===== config.mk =====
export PLATFORM = sky130hd
export DESIGN_NAME = tvs_mac
export DESIGN_NICKNAME = d
export VERILOG_FILES = /design/src/hw/rtl/tvs_pkg.sv /design/src/hw/rtl/tvs_mac.sv
export SDC_FILE = /design/constraint.sdc
export NUM_CORES = 1
export LEC_CHECK = 0
export ABC_AREA = 1
export BUFFER_PORTS_ARGS = -buffer_cell sky130_fd_sc_hd__buf_2
export CORE_MARGIN = 2
export CORE_UTILIZATION = 40
export DETAILED_ROUTE_END_ITERATION = 10
export PLACE_DENSITY = 0.64
export SYNTH_ARGS = -nofsm -noshare
export SYNTH_HDL_FRONTEND = slang
export SYNTH_SLANG_ARGS = --single-unit

===== constraint.sdc =====
create_clock -name aclk -period 8.39 [get_ports aclk]
set_input_delay 1.2585 -clock aclk [delete_from_list [all_inputs] [get_ports aclk]]
set_output_delay 1.2585 -clock aclk [all_outputs]
set_load 0.03 [all_outputs]

===== src/hw/rtl/tvs_pkg.sv =====
// ----------------------------------------------------------------------------
// tvs_pkg
// Shared types and constants of the trilinear volume sampler: beat layouts,
// register indexes, the multiply-accumulate opcodes and parameter defaults.
// ----------------------------------------------------------------------------
package tvs_pkg;

    // Parameter defaults
    localparam int SIDE_DEF      = 64;
    localparam int FRAC_BITS_DEF = 8;

    // Voxel payload and result format
    localparam int VOXEL_W  = 16;
    localparam int COORD_W  = 16;
    localparam int INDEX_W  = 6;
    localparam int OUT_W    = 40;
    localparam int OUT_FRAC = 24;

    // Input tdata layout, lowest bit first
    localparam int VI_LSB     = 0;
    localparam int VJ_LSB     = VI_LSB + INDEX_W;
    localparam int VK_LSB     = VJ_LSB + INDEX_W;
    localparam int VVAL_LSB   = VK_LSB + INDEX_W;
    localparam int CX_LSB     = VVAL_LSB + VOXEL_W;
    localparam int CY_LSB     = CX_LSB + COORD_W;
    localparam int CZ_LSB     = CY_LSB + COORD_W;
    localparam int IN_FIELD_W = CZ_LSB + COORD_W;
    localparam int S_TDATA_W  = ((IN_FIELD_W + 7) / 8) * 8;
    localparam int M_TDATA_W  = ((OUT_W + 7) / 8) * 8;

    // Beat kinds carried in s_tuser
    localparam logic KIND_WRITE  = 1'b0;
    localparam logic KIND_SAMPLE = 1'b1;

    // Extent registers
    localparam int          SIZE_W     = 7;
    localparam int          EXT_W      = 9;   // holds an extent up to 256
    localparam int          CFG_IDX_W  = 2;
    localparam logic [SIZE_W-1:0] SIZE_RESET = 7'd64;

    typedef enum logic [CFG_IDX_W-1:0] {
        REG_SIZE_X = 2'd0,
        REG_SIZE_Y = 2'd1,
        REG_SIZE_Z = 2'd2
    } cfg_reg_t;

    // Signed corner index width; covers floored Q-format coordinates plus offset
    localparam int IDX_W = 18;

    // Multiply-accumulate unit opcodes
    typedef enum logic [1:0] {
        MAC_IDLE = 2'd0,
        MAC_CLR  = 2'd1,
        MAC_MUL  = 2'd2,
        MAC_ACC  = 2'd3
    } mac_op_t;

endpackage


===== src/hw/rtl/tvs_mac.sv =====
// ----------------------------------------------------------------------------
// tvs_mac
// Shared multiplier with accumulator: signed operand times unsigned weight,
// product registered, optional accumulate into a running sum.
// ----------------------------------------------------------------------------
module tvs_mac #(
    parameter int A_W   = tvs_pkg::FRAC_BITS_DEF + 18,
    parameter int B_W   = 2 * tvs_pkg::FRAC_BITS_DEF + 1,
    parameter int ACC_W = 3 * tvs_pkg::FRAC_BITS_DEF + 18
) (
    input  logic                      aclk,
    input  tvs_pkg::mac_op_t          op,
    input  logic signed [A_W-1:0]     a,
    input  logic        [B_W-1:0]     b,
    output logic signed [A_W+B_W:0]   prod,
    output logic signed [ACC_W-1:0]   acc
);

    localparam int P_W = A_W + B_W + 1;

    logic signed [A_W+B_W:0] prod_next;
    logic signed [A_W+B_W:0] prod_reg;
    logic signed [ACC_W-1:0] acc_reg;

    // Weight is unsigned: extend it with a zero sign bit
    assign prod_next = P_W'(a) * P_W'($signed({1'b0, b}));

    // Run the selected operation
    always_ff @(posedge aclk) begin
        case (op)
            tvs_pkg::MAC_CLR: begin
                acc_reg <= '0;
            end
            tvs_pkg::MAC_MUL: begin
                prod_reg <= prod_next;
            end
            tvs_pkg::MAC_ACC: begin
                acc_reg <= acc_reg + ACC_W'(prod_next);
            end
            default: begin
            end
        endcase
    end

    assign prod = prod_reg;
    assign acc  = acc_reg;

endmodule


### After elaboration in Yosys (flattened, before gate mapping)

Index checks and enable logic that the tools add are counted.

* bits in registers: 86
* bits of input ports: 46
* output and inout port bits: 86
* word-level logic and storage cells: 9

* add/subtract/negate cells: 1
* multipliers: 1
* equal/unequal tests: 3
* muxes and demuxes: 1
* reductions and logical operators: 1

Operator list (count)
* $pmux 42 s2: 1
* $mul 26x18->44: 1
* $add 42x42->42: 1
* $eq 2x2->1 const B: 2
* $eq 2x1->1 const B: 1
* $reduce_bool 2->1: 1

### Longest topological paths before layout

* depth after elaboration: 3
* gate-level depth with buffers: 39
* gate-level depth less buffers: 37

### Worst setup path after synthesis

No wires, ideal clock.

* kind: input-to-reg
* start point: in a[25]
* end point: reg acc_reg[39] (netlist: acc[39]), data pin
* library setup time: 262 ps
* arrival time: 7568 ps
* data required time: 8128 ps
* slack: 560 ps
* stages: 31
* buffers on the path: 2
* cell sequence: clkbuf_1 -> clkbuf_1 -> nand2_1 -> inv_1 -> fa_1 -> inv_1 -> fa_1 -> inv_1 -> fa_1 -> fa_1 -> inv_1 -> fa_1 -> inv_1 -> fa_1 -> ha_1 -> nand2_1 -> nor2_1 -> inv_1 -> nor4_2 -> nand3_1 -> nand3_1 -> xnor2_1 -> inv_1 -> ha_1 -> nand2_1 -> nor2_1 -> inv_1 -> nor4_2 -> nand4_1 -> nand3_1 -> a21oi_1

* longest elaborated chain between the ends: 3

Ends and longest elaborated chain
* start, declared: RTL line tvs_mac.sv:13 `input logic signed [A_W-1:0] a,`
* $mul 26x18->44: RTL line tvs_mac.sv:26 `assign prod_next = P_W'(a) * P_W'($signed({1'b0, b}));`
* named net prod_next[38]: RTL line tvs_mac.sv:21 `logic signed [A_W+B_W:0] prod_next;`
* $add 42x42->42: RTL line tvs_mac.sv:38 `acc_reg <= acc_reg + ACC_W'(prod_next);`
* $pmux 42 s2: RTL line tvs_mac.sv:30 `case (op)`
* end signal, assigned: RTL line tvs_mac.sv:38
* end, declared: RTL line tvs_mac.sv:23 `logic signed [ACC_W-1:0] acc_reg;`

The timed path passes the listed nets, and every way through them passes these cells.
A chain may end at the register's enable or synchronous reset.

### Worst setup path in the final report

* start point: in b[4]
* end point: reg acc_reg[38] (netlist: acc[38]), data pin

* longest elaborated chain between the ends: 3

Ends and longest elaborated chain
* start, declared: RTL line tvs_mac.sv:14 `input logic [B_W-1:0] b,`
* $mul 26x18->44: RTL line tvs_mac.sv:26
* named net prod_next[37]: RTL line tvs_mac.sv:21
* $add 42x42->42: RTL line tvs_mac.sv:38
* $pmux 42 s2: RTL line tvs_mac.sv:30

The timed path passes the listed nets, and every way through them passes these cells.

==> impl_metrics.sql <==
INSERT INTO impl_metrics (metric_group, metric, value, unit) VALUES
('global_routing', 'groute.usage.overall', '0.2313', ''),
('finish', 'final_area', '26580', 'sq um'),
('clocking', 'ctsHtreeMaxLevel', '3', ''),
('critical_path', 'reg2reg_slack', '5550', 'ps'),
('global_routing', 'gr-total-overflow', '0', ''),
('timing', 'timing.final.ws_setup', '341.5', 'ps'),
('logic_synthesis', 'adder_cell_share_of_the_synthesized_area', '0.4661', ''),
('critical_path', 'regToRegEndpoint', 'acc[40]$_SDFFCE_PN0P_', ''),
('critical_path', 'cp_slowest_stage_delay', '550', 'ps'),
('critical_path', 'timing.critical_path.buf_inv', '8', ''),
('critical_path', 'critPathSlowestCell', 'sky130_fd_sc_hd__fa_1', ''),
('logic_synthesis', 'post-synth-top-count-cell', 'sky130_fd_sc_hd__inv_1', ''),
('clocking', 'clock_sink_count', '86', ''),
('logic_synthesis', 'mappedNetlistNets', '3505', ''),
('logic_synthesis', 'xor_xnor_share_of_the_synthesized_area', '0.01749', ''),
('timing', 'worst_slew_margin_rel', '0.2255', ''),
('routing', 'postRouteAntennaNets', '0', ''),
('critical_path', 'crit_path_start_kind', 'input pin', ''),
('critical_path', 'critPathMaxFanout', '17', ''),
('status', 'status', 'complete, no violations', ''),
('logic_synthesis', 'netlist_top_cells_area', 'sky130_fd_sc_hd__fa_1 38%, sky130_fd_sc_hd__inv_1 14%, sky130_fd_sc_hd__edfxtp_1 11%', ''),
('logic_synthesis', 'netlist_instances', '2879', ''),
('finish', 'area_growth_from_synthesis_to_final_layout', '17.98', '%'),
('min_path', 'hold_path_depth', '3', ''),
('routing', 'drt_first_iter_violations', '1183', ''),
('place', 'port-buffer-count', '131', ''),
('timing', 'finalCritPeriodShare', '0.9593', ''),
('logic_synthesis', 'synthDistinctLibCells', '44', ''),
('min_path', 'hold-path-endpoint', 'acc[0]$_SDFFCE_PN0P_', ''),
('clocking', 'clock_path_buffers', '2', ''),
('timing', 'maxSlewViolCount', '0', ''),
('timing', 'fin_skew', '13.59', 'ps'),
('floorplan', 'ioPinCount', '132', ''),
('global_routing', 'grt_pass1_vias', '19920', ''),
('logic_synthesis', 'synthDominantAreaCellType', 'sky130_fd_sc_hd__fa_1', ''),
('timing', 'maxClockFrequency', '124.2', 'MHz'),
('logic_synthesis', 'post_synthesis_area_per_instance', '7.825', 'sq um'),
('finish', 'diodes', '0', ''),
('critical_path', 'worst_path_dominant_cell_family', 'adder cells', ''),
('place', 'post_dp_cell_area', '26020', 'sq um'),
('critical_path', 'critical_path.reg2reg.startpoint', 'acc[0]$_SDFFCE_PN0P_', ''),
('floorplan', 'die_h', '241.3', 'um'),
('timing', 'grt_setup_unrepaired', 'no', ''),
('timing', 'timing.final.setup_violations', '0', ''),
('finish', 'post_route_cells_drive_above_1_share', '0.1676', ''),
('routing', 'vias_per_cell', '4.713', ''),
('timing', 'finalCriticalPeriod', '8048', 'ps'),
('floorplan', 'core', '55420', 'sq um'),
('floorplan', 'die_w', '241.3', 'um'),
('clocking', 'root_buffer', 'sky130_fd_sc_hd__clkbuf_16', ''),
('routing', 'routed-via-count', '18630', ''),
('timing', 'max_slew.worst_pin.slew', '1161', 'ps'),
('critical_path', 'rr_worst_depth', '12', ''),
('logic_synthesis', 'synth_largest_type_area_fraction', '0.3839', ''),
('logic_synthesis', 'synth_enable_flop_cells', '86', ''),
('logic_synthesis', 'async_reset_ff_frac', '0', ''),
('flow_run', 'max-cap-violations', '0', ''),
('floorplan', 'start_util', '0.4065', ''),
('logic_synthesis', 'ys_top_cells_by_count', '849 x sky130_fd_sc_hd__inv_1, 667 x sky130_fd_sc_hd__nand2_1, 432 x sky130_fd_sc_hd__fa_1', ''),
('clocking', 'worstSkewPairLatency', '380', 'ps'),
('global_routing', 'pin_count_of_the_biggest_net_entering_global_routing', '45', ''),
('logic_synthesis', 'synth_area_in_compound_gates', '0.07203', ''),
('routing', 'route.detailed.wl_per_inst', '16.02', 'um'),
('logic_synthesis', 'synth-warning-count', '0', ''),
('floorplan', 'placement_rows', '86', ''),
('logic_synthesis', 'ys.flop_type', 'sky130_fd_sc_hd__edfxtp_1', ''),
('logic_synthesis', 'ys_seq_elements', '86', ''),
('place', 'preCtsSetupSlack', '-398.7', 'ps'),
('place', 'gp_congestion', '0.9493', ''),
('logic_synthesis', 'synth_top_family_by_area', 'adder cells', ''),
('timing', 'setup-tns-final', '0', 'ps');
-- what timing repair did --
item,4_1_cts,5_1_grt
resized for setup,1,51
setup buffers,0,1
pin swaps,0,9
setup endpoints to repair,1,14
cloned,0,0
-- per-layer routing --
metal / vias up / share of wire / routed length [um] / global-route usage
met4: 0 / 0.030 / 1893 / 0.06921
met1: 9035 / 0.45 / 28460 / 0.3159
met3: 96 / 0.041 / 2616 / 0.01493
met2: 514 / 0.48 / 30330 / 0.3962
met5: - / 0 / 0 / 0
li1: 8981 / - / - / -
-- how the worst max path moves through the flow --
stage	from	to	cells past startpoint
finish	b[4]	acc[38]$_SDFFCE_PN0P_	34
global placement	b[6]	acc[33]$_SDFFCE_PN0P_	31
floorplan	a[25]	acc[39]$_SDFFCE_PN0P_	31
detailed placement	b[3]	acc[33]$_SDFFCE_PN0P_	31
CTS	b[4]	acc[37]$_SDFFCE_PN0P_	31
global route	b[4]	acc[40]$_SDFFCE_PN0P_	36
-- placed cells by master, fill, tap and decap left out, drive strengths merged, types with 2 or more instances in the layout --
cell	count
edfxtp	86
nand4	8
nor4	4
nand2	680
ha	148
o21bai	27
nand3	57
and3	3
o21ai	70
nor2	164
a21o	14
clkbuf	16
a21oi	126
fa	432
inv	861
nor3	17
xnor2	17
xor2	28
nand3b	3
o21a	6
buf	410
o211ai	2
a21boi	9
a31oi	11
-- worst min-delay path, stage by stage, from the launching register on --
cell and delay [ps]:
sky130_fd_sc_hd__edfxtp_1 360, sky130_fd_sc_hd__ha_1 130, sky130_fd_sc_hd__inv_1 30, sky130_fd_sc_hd__nor2_1 80
-- through the flow --
| stage | hold WS (ps) | util | cells |
|---|---|---|---|
| after global placement | 678.1 | 0.4696 | 3935 |
| after detailed placement | 694.1 | 0.4696 | 3935 |
| after floorplan | 903.6 | - | 2879 |
| after global routing | 731.8 | 0.4796 | 3952 |
| after CTS | 712.7 | 0.4753 | 3951 |
| final | 714.1 | 0.4796 | 3952 |
-- kinds of logic after synthesis --
group / after synthesis
buffers and inverters: 964
and+or+nand+nor: 937
xor gates and xnor gates: 45
AOI/OAI and AO/OA: 267
adders and majority gates: 580
DFF: 86
-- cell type report --
type	count	area [sq um]
inverters	856	3213
flip-flops and latches	86	2582
repair buffers	417	2983
clock buffers	9	225.2
well taps	748	935.9
multi-input cells	1829	16550
fillers	5464	28840
clock inverters	7	87.58
Power is not shown: default switching activity piles up to over one toggle a cycle in this logic, so the estimate is an artifact.
